$ cat config.mk
export PLATFORM = sky130hd
export DESIGN_NAME = crc16_framed_channel_sender
export DESIGN_NICKNAME = d
export VERILOG_FILES = /design/src/hw/rtl/cfcs_pkg.sv /design/src/hw/rtl/cfcs_crc_step.sv /design/src/hw/rtl/crc16_framed_channel_sender.sv
export SDC_FILE = /design/constraint.sdc
export NUM_CORES = 1
export LEC_CHECK = 0
export BUFFER_PORTS_ARGS = -buffer_cell sky130_fd_sc_hd__buf_2
export CAP_MARGIN = 20
export CORE_ASPECT_RATIO = 0.75
export CORE_MARGIN = 10
export CORE_UTILIZATION = 59
export DETAILED_ROUTE_END_ITERATION = 6
export PLACE_DENSITY = 0.88
export SYNTH_ARGS = -nofsm -noshare
export SYNTH_HDL_FRONTEND = slang
export SYNTH_SLANG_ARGS = --single-unit
$ cat constraint.sdc
create_clock -name i_clk -period 8.6 [get_ports i_clk]
set_input_delay 0.43 -clock i_clk [delete_from_list [all_inputs] [get_ports i_clk]]
set_output_delay 0.43 -clock i_clk [all_outputs]
set_load 0.05 [all_outputs]
$ cat src/hw/rtl/cfcs_pkg.sv
// Shared constants for the framed channel sender with CRC-16 (Modbus form).
// No dependencies; imported by the CRC step unit and the top level.
package cfcs_pkg;

    // Frame geometry: four 16-bit channels as eight data bytes, then two CRC bytes.
    localparam int unsigned CHAN_W      = 16;
    localparam int unsigned NUM_CHANS   = 4;
    localparam int unsigned IN_W        = CHAN_W * NUM_CHANS;
    localparam int unsigned BYTE_W      = 8;
    localparam int unsigned DATA_BYTES  = IN_W / BYTE_W;
    localparam int unsigned FRAME_BYTES = DATA_BYTES + 2;
    localparam int unsigned IDX_W       = $clog2(FRAME_BYTES);
    localparam int unsigned SEL_W       = $clog2(DATA_BYTES);

    // Byte positions that carry the checksum.
    localparam logic [IDX_W-1:0] IDX_CRC_LO = IDX_W'(DATA_BYTES);
    localparam logic [IDX_W-1:0] IDX_CRC_HI = IDX_W'(DATA_BYTES + 1);

    // CRC-16 parameters: reflected polynomial, all-ones start, no final inversion.
    localparam int unsigned      CRC_W    = 16;
    localparam logic [CRC_W-1:0] CRC_INIT = 16'hFFFF;
    localparam logic [CRC_W-1:0] CRC_POLY = 16'hA001;

    typedef logic [CRC_W-1:0]  t_crc;
    typedef logic [BYTE_W-1:0] t_byte;

endpackage

$ cat src/hw/rtl/cfcs_crc_step.sv
// One-byte update of the reflected CRC-16: eight shift/xor steps on a 16-bit value.
// Depends on cfcs_pkg for the polynomial and types.
module cfcs_crc_step (
    input  cfcs_pkg::t_crc  i_crc,
    input  cfcs_pkg::t_byte i_data,
    output cfcs_pkg::t_crc  o_crc
);
    import cfcs_pkg::*;

    // Fold the byte into the low end, then shift out eight bits LSB first.
    always_comb begin
        t_crc acc;
        acc = i_crc ^ {{(CRC_W - BYTE_W){1'b0}}, i_data};
        for (int b = 0; b < BYTE_W; b++) begin
            if (acc[0]) begin
                acc = (acc >> 1) ^ CRC_POLY;
            end else begin
                acc = acc >> 1;
            end
        end
        o_crc = acc;
    end

endmodule

$ cat src/hw/rtl/crc16_framed_channel_sender.sv
// Top level of the framed channel sender: frame register, byte sequencer,
// running CRC and output register. Depends on cfcs_pkg and cfcs_crc_step.
//
//  Channel   Direction  Width  Contents
//  s_axis    in         64     chan_a[15:0], chan_b[31:16], chan_c[47:32], chan_d[63:48]
//  m_axis    out        8      frame_byte in tdata, last_byte in tlast
//
// Each accepted item produces ten output transfers, one per cycle when the
// sink is ready, paced by the byte sequencer that walks the frame register.
// The next item is accepted in the same cycle the tenth byte moves to the
// output register, so frames follow without gaps. The CRC is updated
// one byte per cycle when the sink is ready, as data bytes are emitted.
// A stalled sink holds the output register and the sequencer.
// Reset (synchronous, active low) clears the valid flags and the sequencer.
module crc16_framed_channel_sender (
    input  logic                        i_clk,
    input  logic                        i_rst_n,
    input  logic                        i_s_axis_tvalid,
    output logic                        o_s_axis_tready,
    // tdata: chan_a [15:0], chan_b [31:16], chan_c [47:32], chan_d [63:48]
    input  logic [cfcs_pkg::IN_W-1:0]   i_s_axis_tdata,
    output logic                        o_m_axis_tvalid,
    input  logic                        i_m_axis_tready,
    // tdata: frame_byte [7:0]
    output logic [cfcs_pkg::BYTE_W-1:0] o_m_axis_tdata,
    output logic                        o_m_axis_tlast
);
    import cfcs_pkg::*;

    logic [IN_W-1:0]  r_frame;
    logic [IDX_W-1:0] r_idx;
    logic             r_busy;
    t_crc             r_crc;
    logic             r_out_valid;
    t_byte            r_out_byte;
    logic             r_out_last;

    logic             advance;
    logic             at_last;
    logic             in_xfer;
    t_byte            data_byte;
    t_byte            sel_byte;
    t_crc             crc_next;

    // The sequencer moves one byte whenever the output register is free.
    assign advance         = r_busy && (!r_out_valid || i_m_axis_tready);
    assign at_last         = (r_idx == IDX_CRC_HI);
    assign o_s_axis_tready = !r_busy || (advance && at_last);
    assign in_xfer         = i_s_axis_tvalid && o_s_axis_tready;

    // Data byte at the current position, low byte of channel a first.
    assign data_byte = r_frame[r_idx[SEL_W-1:0] * BYTE_W +: BYTE_W];

    cfcs_crc_step u_crc_step (
        .i_crc  (r_crc),
        .i_data (data_byte),
        .o_crc  (crc_next)
    );

    // Choose a data byte or one half of the finished checksum.
    always_comb begin
        if (r_idx == IDX_CRC_LO) begin
            sel_byte = r_crc[BYTE_W-1:0];
        end else if (r_idx == IDX_CRC_HI) begin
            sel_byte = r_crc[CRC_W-1:BYTE_W];
        end else begin
            sel_byte = data_byte;
        end
    end

    // Frame register, sequencer and running CRC.
    always_ff @(posedge i_clk) begin
        if (!i_rst_n) begin
            r_busy <= 1'b0;
            r_idx  <= '0;
            r_crc  <= CRC_INIT;
        end else if (in_xfer) begin
            r_busy <= 1'b1;
            r_idx  <= '0;
            r_crc  <= CRC_INIT;
        end else if (advance) begin
            if (at_last) begin
                r_busy <= 1'b0;
            end
            r_idx <= r_idx + IDX_W'(1);
            if (r_idx < IDX_CRC_LO) begin
                r_crc <= crc_next;
            end
        end
    end

    always_ff @(posedge i_clk) begin
        if (in_xfer) begin
            r_frame <= i_s_axis_tdata;
        end
    end

    // Output register: loads on each advance, empties on a transfer.
    always_ff @(posedge i_clk) begin
        if (!i_rst_n) begin
            r_out_valid <= 1'b0;
        end else if (advance) begin
            r_out_valid <= 1'b1;
        end else if (i_m_axis_tready) begin
            r_out_valid <= 1'b0;
        end
    end

    always_ff @(posedge i_clk) begin
        if (advance) begin
            r_out_byte <= sel_byte;
            r_out_last <= at_last;
        end
    end

    assign o_m_axis_tvalid = r_out_valid;
    assign o_m_axis_tdata  = r_out_byte;
    assign o_m_axis_tlast  = r_out_last;

    // A new frame always starts at byte zero with a fresh CRC.
    a_start: assert property (@(posedge i_clk) disable iff (!i_rst_n)
        in_xfer |=> (r_busy && r_idx == '0 && r_crc == CRC_INIT))
        else $error("frame did not start cleanly");

    // The sequencer never runs past the last frame byte.
    a_idx_range: assert property (@(posedge i_clk) disable iff (!i_rst_n)
        r_busy |-> (r_idx <= IDX_CRC_HI))
        else $error("byte index out of range");

    // An item is taken mid-frame only as the tenth byte leaves.
    a_overlap: assert property (@(posedge i_clk) disable iff (!i_rst_n)
        (in_xfer && r_busy) |-> (advance && at_last))
        else $error("item accepted in the middle of a frame");

    // The tenth byte reaches the output flagged as last.
    a_last: assert property (@(posedge i_clk) disable iff (!i_rst_n)
        (advance && at_last) |=> (o_m_axis_tvalid && o_m_axis_tlast))
        else $error("last byte not flagged");

endmodule

==> key figures, run 1 <==
Worst setup path
  – Arr. time, crit path: ~3.2 ns
  – Crit path capture type: flip-flop
  – Crit-path max FO: 11
  – Critical Path RT: between 8 and 9 ns
  – Critical path startpoint category: flip-flop
  – R2R setup slack: 5.72 ns
  – Crit Path Category: reg2reg

Placed design
  – Gp weighted congestion: 0.8966
  – Place WS: 5.723 ns
  – DP Area: around 4400 um2
  – Port bufs: 78
  – Post-placement cell count: approximately 430
  – DPL Wire Length: ~5.7 mm

GRT
  – Initial antenna violation count: 0
  – Global Route Usage Sum: between 15 and 20%
  – First-pass GRT wire length: 12.54 mm
  – Pin count of the biggest net entering global routing: between 60 and 70
  – Gr ovfl total: 0
  – Vias in the first global route: roughly 2500

Final layout
  – Layout area overhead: 15.45%
  – Post-route insts no fill: around 440
  – Layout cells sized above 1: 30.28%
  – # fillers: just over 400
  – Ant. Diodes: 0
  – Final non-filler cell area: approximately 4600 um2
  – Post-layout nets: between 400 and 500
  – Fin util: 71.45%

STA
  – Unrepaired setup endpoints after global routing: no
  – FMAX: 0.3471 GHz
  – Slew Viols, Final: 0
  – Worst-margin pin slew: slightly below 0.9 ns
  – Final setup violation count: 0
  – Post-route minimum period: approximately 2.9 ns
  – Clock Skew: between 0.01 and 0.015 ns
  – Setup TNS Final: 0 ns
  – Final WS setup: between 5 and 6 ns
  – Final Hold Fails: 0
  – Relative slew slack: approximately two fifths
  – Final Cycle Share: approximately 33%
  – Hold_ws: between 0.2 and 0.25 ns

Clocking
  – H-tree depth: 3
  – Worst-case clock buffer depth: 2
  – Post-CTS resize count: 0
  – Latest clock arrival within the worst-skew pair: about 0.37 ns
  – Worst-path clk slew: approximately 0.1 ns
  – CTS buffer count: 9
  – Clock Sinks: 95
  – Postcts setup bufs: 0
  – CTS tree: yes
  – # hold bufs at CTS: 0
  – CTS root buf: clkbuf_8

Floorplan
  – Initial Util: between 60% and 70%
  – Full die area: approximately 10000 um2
  – Row cnt: 25
  – Placeable Area: 6412 um2
  – # IOs: a little under 80
  – Chip Width: ~110 um
  – Die height: between 90 and 100 um

Yosys
  – Mapped cell area: 3969 um2
  – Post-synth EDFFs: 73
  – Post-Synth Simple-Gate Area: under 10%
  – Largest family of logic cells by synthesized area: multiplexers
  – Prevailing post-synth register cell: edfxtp_1
  – Syn nets: 347
  – Largest area contributor in the netlist: edfxtp_1
  – Synthesized flop and latch total: 95
  – Mux share of post-synthesis cell area: 10.15%
  – Synth Area in Compound Gates: approximately 7.2%
  – Yosys cell types: 39
  – Top cells by area, synth: edfxtp_1, dfxtp_1, mux2i_1, xnor2_1, nand2_1
  – Yosys warnings: 0
  – Post-synthesis adder-cell area fraction: 0.9458%
  – Count leader, synth: edfxtp_1
  – Post-synthesis xor/xnor area fraction: between 5 and 6%
  – Avg Synthesized Cell Area: between 10 and 15 um2
  – Top-area cell type share of the netlist area: 55.23%
  – Sequential share of the synthesized area: about two thirds
  – Post-synth top cells: edfxtp_1, nand2_1, dfxtp_1
  – Mapped Cells: 276
  – Asr flop ratio synth: 0%

Routing
  – Vias: between 2000 and 2500
  – DR pass1 iterations: 4
  – Number of remaining DRC errors: 0
  – Via-to-Cell Ratio: 5.492
  – WL final: approximately 7.6 mm
  – Starting DRT DRC Count: about 160
  – Final ANT Viol Nets: 0
  – WL per Instance: approximately 17 um

Hold path
  – Min-Delay Path Class: in2reg

Power
  – Pleak: 1.769 nW
  – Pwr dens: ~210 nW/um2
  – VDD IR-drop max: 142.4 uV
  – Total chip power: ~0.96 mW

Flow run
  – Max-cap viol count: 0

Status
  – Outcome: completed
final timing paths:
path	startpoint	endpoint	depth (start not counted)
min	i_s_axis_tdata[34]	r_frame[34]$_DFFE_PP_	1
min reg2reg	r_crc[9]$_SDFFE_PP1P_	r_crc[1]$_SDFFE_PP1P_	2
max reg2reg	r_idx[1]$_SDFFE_PP0P_	r_crc[14]$_SDFFE_PP1P_	8
max	r_idx[1]$_SDFFE_PP0P_	r_crc[14]$_SDFFE_PP1P_	8
sequential cells by signal, summed over array words and instances (netlist names):
name,flops
o_m_axis_tdata,8
o_m_axis_tlast,1
o_m_axis_tvalid,1
r_idx,4
r_busy,1
r_frame,64
r_crc,16
layout make-up:
class / count / area [um2] / area share [%]
clock buffer: 10 / 127.6 / 2.785
multi-input combinational: 163 / 1235 / 26.95
sequential: 95 / 2633 / 57.45
timing repair buffer: 80 / 405.4 / 8.848
clock inverter: 6 / 57.56 / 1.256
inverter: 6 / 22.52 / 0.4915
tap: 81 / 101.3 / 2.212
metal layers:
metal,track usage [%],share of wire [%]
met4,5.761,1.5
met2,21.37,45
met5,0,0
met3,5.786,10
met1,20.30,44
critical path, cell delays in order, from the launching register on:
cell and delay, ns:
dfxtp_1 0.61, and2b_1 0.35, a22oi_1 0.27, o211ai_1 0.19, xor2_1 0.36, xnor2_1 0.20, xnor3_1 0.42, or3_1 0.34
nand3_1 0.08
where the power goes:
part           switching (mW)  internal (mW)
registers              0.0116          0.525
clock network           0.163          0.113
logic                  0.0817         0.0630
logic make-up (layout without fill, tap and decap cells):
family | count (synthesis) | after routing
buffers and inverters | 18 | 102
XOR/XNOR | 25 | 25
adder cells (fa/ha/maj) | 3 | 3
AND/OR/NAND/NOR | 61 | 61
flip-flops | 95 | 95
AO/OA/AOI/OAI | 40 | 40
multiplexers | 34 | 34
cells in the final DEF (no fill, tap or decap), drive strengths merged, types with 10 or more instances in the layout:
cell     n
mux2i   20
o21ai   12
clkbuf  10
edfxtp  73
mux2    10
nand2   34
buf     80
dfxtp   22
xnor2   17
inv     10
Note: power is estimated with default switching activity, not from simulation.
==> run 2: changes to the inputs <==
--- a/config.mk
+++ b/config.mk
@@ -5,13 +5,14 @@
 export SDC_FILE = /design/constraint.sdc
 export NUM_CORES = 1
 export LEC_CHECK = 0
+export ABC_AREA = 1
 export BUFFER_PORTS_ARGS = -buffer_cell sky130_fd_sc_hd__buf_2
 export CAP_MARGIN = 20
 export CORE_ASPECT_RATIO = 0.75
 export CORE_MARGIN = 10
-export CORE_UTILIZATION = 59
+export CORE_UTILIZATION = 56
 export DETAILED_ROUTE_END_ITERATION = 6
-export PLACE_DENSITY = 0.88
+export PLACE_DENSITY = 0.83
 export SYNTH_ARGS = -nofsm -noshare
 export SYNTH_HDL_FRONTEND = slang
 export SYNTH_SLANG_ARGS = --single-unit
==> constraint.sdc (replaced) <==
create_clock -name i_clk -period 2.69 [get_ports i_clk]
set_input_delay 0.1345 -clock i_clk [delete_from_list [all_inputs] [get_ports i_clk]]
set_output_delay 0.1345 -clock i_clk [all_outputs]
set_load 0.05 [all_outputs]
==> key figures, run 2 <==
Power
  – Pleak: 2.708 nW (+53%)
  – Pwr dens: 554.2 nW/um2 (+170%)
  – VDD IR-drop max: 382.0 uV (+170%)

Floorplan
  – Row cnt: 28 (+12%)
  – Full die area: 12090 um2 (+16%)
  – Chip Width: 123.7 um (+7.8%)
  – # IOs: 79 (unchanged)
  – Initial Util: 57.27% (-4.6 points)
  – Die height: 97.76 um (+7.4%)
  – Placeable Area: 7883 um2 (+23%)

Worst setup path
  – Crit Path Category: reg2out
  – Top delay family on crit path: buffers and inverters
  – Crit-path max cell delay: 0.57 ns (-0.04 ns)
  – Crit-path max FO: 18 (+7)
  – Critical Path RT: 2.56 ns (-6.35 ns)
  – Critical path startpoint category: flip-flop
  – Crit-path cells: inv_4, ha_1, nand3_2, inv_2, a21oi_1, inv_1, buf_2
  – CP max stage cell: dfxtp_1
  – Crit path capture type: primary output
  – CP bufs+invs: 4 (+4)
  – Arr. time, crit path: 2.31 ns (-0.88 ns)

Yosys
  – Mapped Cells: 478 (+73%)
  – Sequential share of the synthesized area: 58.31% (-8.0 points)
  – Asr flop ratio synth: 0% (unchanged)
  – Yosys cell types: 27 (-31%)
  – Count leader, synth: nand2_1
  – Mapped cell area: 4514 um2 (+14%)
  – Prevailing post-synth register cell: edfxtp_1
  – Top cells by area, synth: edfxtp_1, nand2_1, dfxtp_1, inv_1, nand3_1
  – Syn nets: 549 (+58%)
  – Top-area cell type share of the netlist area: 48.56% (-6.7 points)
  – Synthesized flop and latch total: 95 (unchanged)
  – Avg Synthesized Cell Area: 9.444 um2 (-34%)
  – Post-synth top cells: nand2_1, edfxtp_1, inv_1
  – Yosys warnings: 0 (unchanged)
  – Post-synth EDFFs: 73 (unchanged)
  – Largest area contributor in the netlist: edfxtp_1

GRT
  – Vias in the first global route: 3824 (+52%)
  – Global Route Usage Sum: 19.97% (+4.9 points)
  – Pin count of the biggest net entering global routing: 65 (unchanged)
  – Gr ovfl total: 0 (unchanged)
  – Initial antenna violation count: 0 (unchanged)
  – First-pass GRT wire length: 19.29 mm (+54%)

STA
  – Worst-margin pin slew: 0.5914 ns (-0.2849 ns)
  – Slew Viols, Final: 0 (unchanged)
  – Relative slew slack: 60.46% (+19 points)
  – FMAX: roughly 0.4 GHz
  – Final Cycle Share: 90.69%
  – Post-route minimum period: ~2.4 ns
  – Clock Skew: 0.01075 ns (+0.0006719 ns)
  – Final Hold Fails: 0 (unchanged)
  – Setup TNS Final: 0 ns (unchanged)
  – Unrepaired setup endpoints after global routing: no
  – Final setup violation count: 0 (unchanged)

Clocking
  – Worst-case clock buffer depth: 2 (unchanged)
  – Post-CTS resize count: 0 (unchanged)
  – CTS tree: yes
  – # hold bufs at CTS: 64 (+64)
  – Clock Sinks: 95 (unchanged)
  – Worst-path clk slew: 0.08 ns (-0.02 ns)
  – Latest clock arrival within the worst-skew pair: 0.37 ns (about the same)
  – CTS root buf: clkbuf_8
  – H-tree depth: 3 (unchanged)
  – Postcts setup bufs: 0 (unchanged)
  – CTS buffer count: 9 (unchanged)

Routing
  – Vias: 3783 (+56%)
  – Via-to-Cell Ratio: 5.168 (-5.9%)
  – Starting DRT DRC Count: 282 (+81%)
  – WL per Instance: 15.87 um (-8.2%)
  – Number of remaining DRC errors: 0 (unchanged)
  – Final ANT Viol Nets: 0 (unchanged)
  – DR pass1 iterations: 5 (+1)
  – WL final: 11.62 mm (+52%)

Placed design
  – DPL Wire Length: 7.269 mm (+27%)
  – Post-placement cell count: 652 (+53%)
  – Gp weighted congestion: 0.8161 (-9.0%)
  – Port bufs: 78 (unchanged)

Final layout
  – Layout area overhead: 28.69%
  – Sequential cell area: 2633 um2 (unchanged)
  – Top reg by flops: r_frame
  – Post-layout nets: 693 (+63%)
  – # fillers: 576 (+40%)
  – Layout cells sized above 1: 22.97% (-7.3 points)
  – Multi-input combinational cell area: 1473 um2 (+19%)
  – Ant. Diodes: 0 (unchanged)
  – Commonest non-fill, non-tap cell in the layout: nand2_1
  – Post-route insts no fill: 732 (+66%)
  – Most frequent cells in the layout: nand2_1, buf_2, edfxtp_1
  – Largest register FFs: 64 (unchanged)

Hold path
  – Min-Delay Path Class: in2reg

Flow run
  – Max-cap viol count: 0 (unchanged)

Status
  – Outcome: completed
run 2: changes by cell type after synthesis, sizes merged, moves of 5 or more:
cell    change
o21ai      +10
buf         +9
mux2       -10
mux2i      -20
nand2     +114
nand3      +46
nor2       +15
o211ai      +6
a21oi      +10
inv        +68
xnor2      -17
clkbuf      -5
run 2: per-layer routing:
layer	vias to the layer above	wire length (um)	track usage, %
li1	1862	-	-
met1	1775	4693	23.96
met2	135	5755	32.78
met3	11	1027	7.652
met4	0	139	5.273
met5	-	0	0
run 2: final timing paths:
path                          startpoint                     end  slack, ns  cells after the start
hold / removal                   i_rst_n     r_busy$_SDFFE_PN0P_       0.09                      3
setup / recovery   r_idx[1]$_SDFFE_PP0P_         o_s_axis_tready       0.25                      7
setup reg to reg   r_idx[0]$_SDFFE_PP0P_   r_crc[0]$_SDFFE_PP1P_       0.32                     16
hold reg to reg   r_crc[14]$_SDFFE_PP1P_  r_crc[14]$_SDFFE_PP1P_       0.52                      2
run 2: logic make-up after synthesis:
group                    after synthesis  synth area share [%]
XOR/XNOR                               3                0.5821
flip-flops                            95                 58.31
buffers and inverters                 89                 9.229
AND/OR/NAND/NOR                      227                 23.12
AO/OA/AOI/OAI                         61                 7.927
adder cells (fa/ha/maj)                3                0.8316
run 2: through the flow:
stage / worst slack [ns] / instance area, um2 / hold slack (ns) / total power [mW] / util (%)
final: 0.2504 / 5809 / 0.08637 / 3.220 / 73.70
after global placement: 0.4450 / 4976 / 0.3109 / 2.217 / 63.13
after floorplan: 0.002163 / 4522 / 0.2334 / 2.097 / -
after CTS: 0.2668 / 5809 / 0.05018 / 3.211 / 73.70
after detailed placement: 0.3798 / 4976 / 0.3128 / 2.235 / 63.13
after global routing: 0.09252 / 5809 / 0.08675 / 3.374 / 73.70
run 2: area by class of cell:
class | count | area share [%]
Inverter | 73 | 4.889
Clock inverter | 4 | 0.8184
Clock buffer | 12 | 2.498
Multi-Input combinational cell | 294 | 25.35
Tap cell | 105 | 2.261
Sequential cell | 95 | 45.32
Timing Repair Buffer | 149 | 18.87
run 2: where the power goes:
group | internal (mW) | leakage [nW] | switching (mW)
Clock | 0.453 | 0.0964 | 0.479
Sequential | 1.68 | 0.875 | 0.0369
Combinational | 0.227 | 1.74 | 0.348
Total | 2.36 | 2.71 | 0.864
run 2: worst min-delay path, cell delays in order:
cell and delay (ns):
buf_2 0.08, inv_1 0.08, a21oi_1 0.12
==> run 3: changes to the inputs <==
--- a/config.mk
+++ b/config.mk
@@ -12,6 +12,7 @@
 export CORE_MARGIN = 10
 export CORE_UTILIZATION = 56
 export DETAILED_ROUTE_END_ITERATION = 6
+export HOLD_SLACK_MARGIN = 0.15
 export PLACE_DENSITY = 0.83
 export SYNTH_ARGS = -nofsm -noshare
 export SYNTH_HDL_FRONTEND = slang
==> key figures, run 3 (synthesis results as in run 2) <==
Clocking
  – Worst-case clock buffer depth: 2 (unchanged)
  – Latest clock arrival within the worst-skew pair: 0.37 ns (about the same)
  – CTS tree: yes
  – Clock Sinks: 95 (unchanged)
  – Postcts setup bufs: 0 (unchanged)
  – Worst-path clk slew: 0.09 ns (about the same)
  – H-tree depth: 3 (unchanged)
  – CTS buffer count: 9 (unchanged)
  – CTS root buf: clkbuf_8

Worst setup path
  – Crit path capture type: flip-flop
  – Most common cell on crit path: a21oi_1
  – Arr. time, crit path: 2.77 ns (+0.46 ns)
  – Critical path startpoint category: flip-flop
  – CP max stage cell: dfxtp_1
  – Crit-path max FO: 18 (unchanged)
  – Crit-path cells: inv_4, ha_1, nand3_2, inv_2, a21oi_1, inv_1, a21oi_1, dlygate4sd3_1
  – Crit Path Category: reg2reg
  – Worst r2r path cells: 8 (-8)
  – Critical Path RT: 3.00 ns (+0.44 ns)
  – Crit-path max cell delay: 0.57 ns (about the same)

Power
  – VDD IR-drop max: 379.8 uV (-0.57%)
  – Pleak: 2.721 nW (+0.50%)
  – Total chip power: 3.226 mW (+0.20%)
  – Pwr dens: 552.5 nW/um2 (-0.31%)

GRT
  – Gr ovfl total: 0 (unchanged)
  – Initial antenna violation count: 0 (unchanged)
  – Pin count of the biggest net entering global routing: 65 (unchanged)
  – Met3 Track Usage GR: 7.422% (-0.23 points)
  – Most crowded layer after global routing: met2
  – First-pass GRT wire length: 19.38 mm (+0.47%)
  – Vias in the first global route: 3838 (+0.37%)
  – Met1 global-route usage: 24.14% (+0.18 points)
  – Global Route Usage Sum: 20.04% (+0.072 points)
  – Grt met2 use: 32.78% (unchanged)

STA
  – Worst-margin pin slew: 0.5897 ns (-0.001697 ns)
  – Setup TNS Final: 0 ns (unchanged)
  – Hold_ws: 0.4294 ns (+0.3431 ns)
  – Slew Viols, Final: 0 (unchanged)
  – Final setup violation count: 0 (unchanged)
  – Unrepaired setup endpoints after global routing: no
  – FMAX: 0.4074 GHz (-0.61%)
  – Final Cycle Share: 91.25% (+0.55 points)
  – Final Hold Fails: 0 (unchanged)
  – Clock Skew: 0.009581 ns (-0.001169 ns)
  – Post-route minimum period: 2.455 ns (+0.01491 ns)
  – Relative slew slack: 60.57% (+0.11 points)

Placed design
  – Gp weighted congestion: 0.8161 (unchanged)
  – Port bufs: 78 (unchanged)
  – DPL Wire Length: 7.269 mm (unchanged)
  – Post-placement cell count: 652 (unchanged)

Final layout
  – # fillers: 573 (-0.52%)
  – Largest register FFs: 64 (unchanged)
  – Layout cells sized above 1: 22.86% (-0.11 points)
  – Multi-input combinational cell area: 1473 um2 (unchanged)
  – Post-layout nets: 696 (+0.43%)
  – Layout area overhead: 29.35%
  – Top reg by flops: r_frame
  – Fin util: 74.08% (+0.38 points)
  – Post-route insts no fill: 735 (+0.41%)
  – Commonest non-fill, non-tap cell in the layout: nand2_1
  – Ant. Diodes: 0 (unchanged)
  – Sequential cell area: 2633 um2 (unchanged)
  – Most frequent cells in the layout: nand2_1, buf_2, edfxtp_1

Floorplan
  – # IOs: 79 (unchanged)
  – Full die area: 12090 um2 (unchanged)
  – Die height: 97.76 um (unchanged)
  – Row cnt: 28 (unchanged)
  – Initial Util: 57.27% (unchanged)
  – Placeable Area: 7883 um2 (unchanged)
  – Chip Width: 123.7 um (unchanged)

Hold path
  – Min-Delay Path Class: in2reg
  – Hold depth: 6 (+3)

Routing
  – Number of remaining DRC errors: 0 (unchanged)
  – WL per Instance: 15.94 um (+0.46%)
  – Via-to-Cell Ratio: 5.162 (-0.12%)
  – Starting DRT DRC Count: 255 (-9.6%)
  – Vias: 3794 (+0.29%)
  – Final ANT Viol Nets: 0 (unchanged)
  – WL final: 11.72 mm (+0.87%)
  – DR pass1 iterations: 5 (unchanged)

Flow run
  – Max-cap viol count: 0 (unchanged)

Status
  – Outcome: completed
[run 3: cell types whose count changed in the layout (fill, tap and decap cells not counted), sizes merged]
cell         before  now
dlygate4sd3      64   67
[run 3: per-stage QoR]
stage	setup slack, ns	area [um2]
floorplan	0.002163	4522
global placement	0.4450	4976
detailed placement	0.3798	4976
CTS	0.2668	5839
global route	0.1003	5839
finish	0.2355	5839
[run 3: layer usage]
| metal | wire length [um] | vias to the layer above | share of wire [%] |
|---|---|---|---|
| met3 | 1045 | 17 | 8.9 |
| met1 | 4754 | 1770 | 41 |
| met2 | 5725 | 140 | 49 |
| met4 | 190 | 0 | 1.6 |
| li1 | - | 1867 | - |
| met5 | 0 | - | 0 |
[run 3: worst max-delay path, delay by kind of cell (launching register included)]
kind	cells	cell delay [ns]
buffers and inverters	4	1.00
and+or+nand+nor	1	0.17
DFF	1	0.57
adders and majority gates	1	0.23
AOI/OAI and AO/OA	2	0.43
[run 3: path summary, 6_finish.rpt]
check                    startpoint                     end  slack [ns]
max           r_idx[1]$_SDFFE_PP0P_     r_busy$_SDFFE_PN0P_        0.24
min                 i_s_axis_tvalid   r_idx[0]$_SDFFE_PP0P_        0.43
max reg2reg   r_idx[1]$_SDFFE_PP0P_     r_busy$_SDFFE_PN0P_        0.24
min reg2reg  r_crc[14]$_SDFFE_PP1P_  r_crc[14]$_SDFFE_PP1P_        0.52
[run 3: area by class of cell]
type | count | share of cell area [%]
clock buffers | 12 | 2.486
repair buffers | 152 | 19.28
inverters | 73 | 4.864
clock inverters | 4 | 0.8142
flip-flops and latches | 95 | 45.08
well taps | 105 | 2.250
multi-input cells | 294 | 25.22
[run 3: where the power goes]
part | leakage, nW | switching, mW | total (mW) | internal, mW
Combinational | 1.75 | 0.350 | 0.580 | 0.230
Sequential | 0.875 | 0.0371 | 1.71 | 1.68
Clock | 0.0964 | 0.480 | 0.933 | 0.453
Total | 2.72 | 0.867 | 3.23 | 2.36
[run 3: repair_timing]
action / 4_1_cts / 5_1_grt
hold buffers: 67 / 0
hold endpoints to repair: 66 / 0
gates resized for setup: 0 / 0
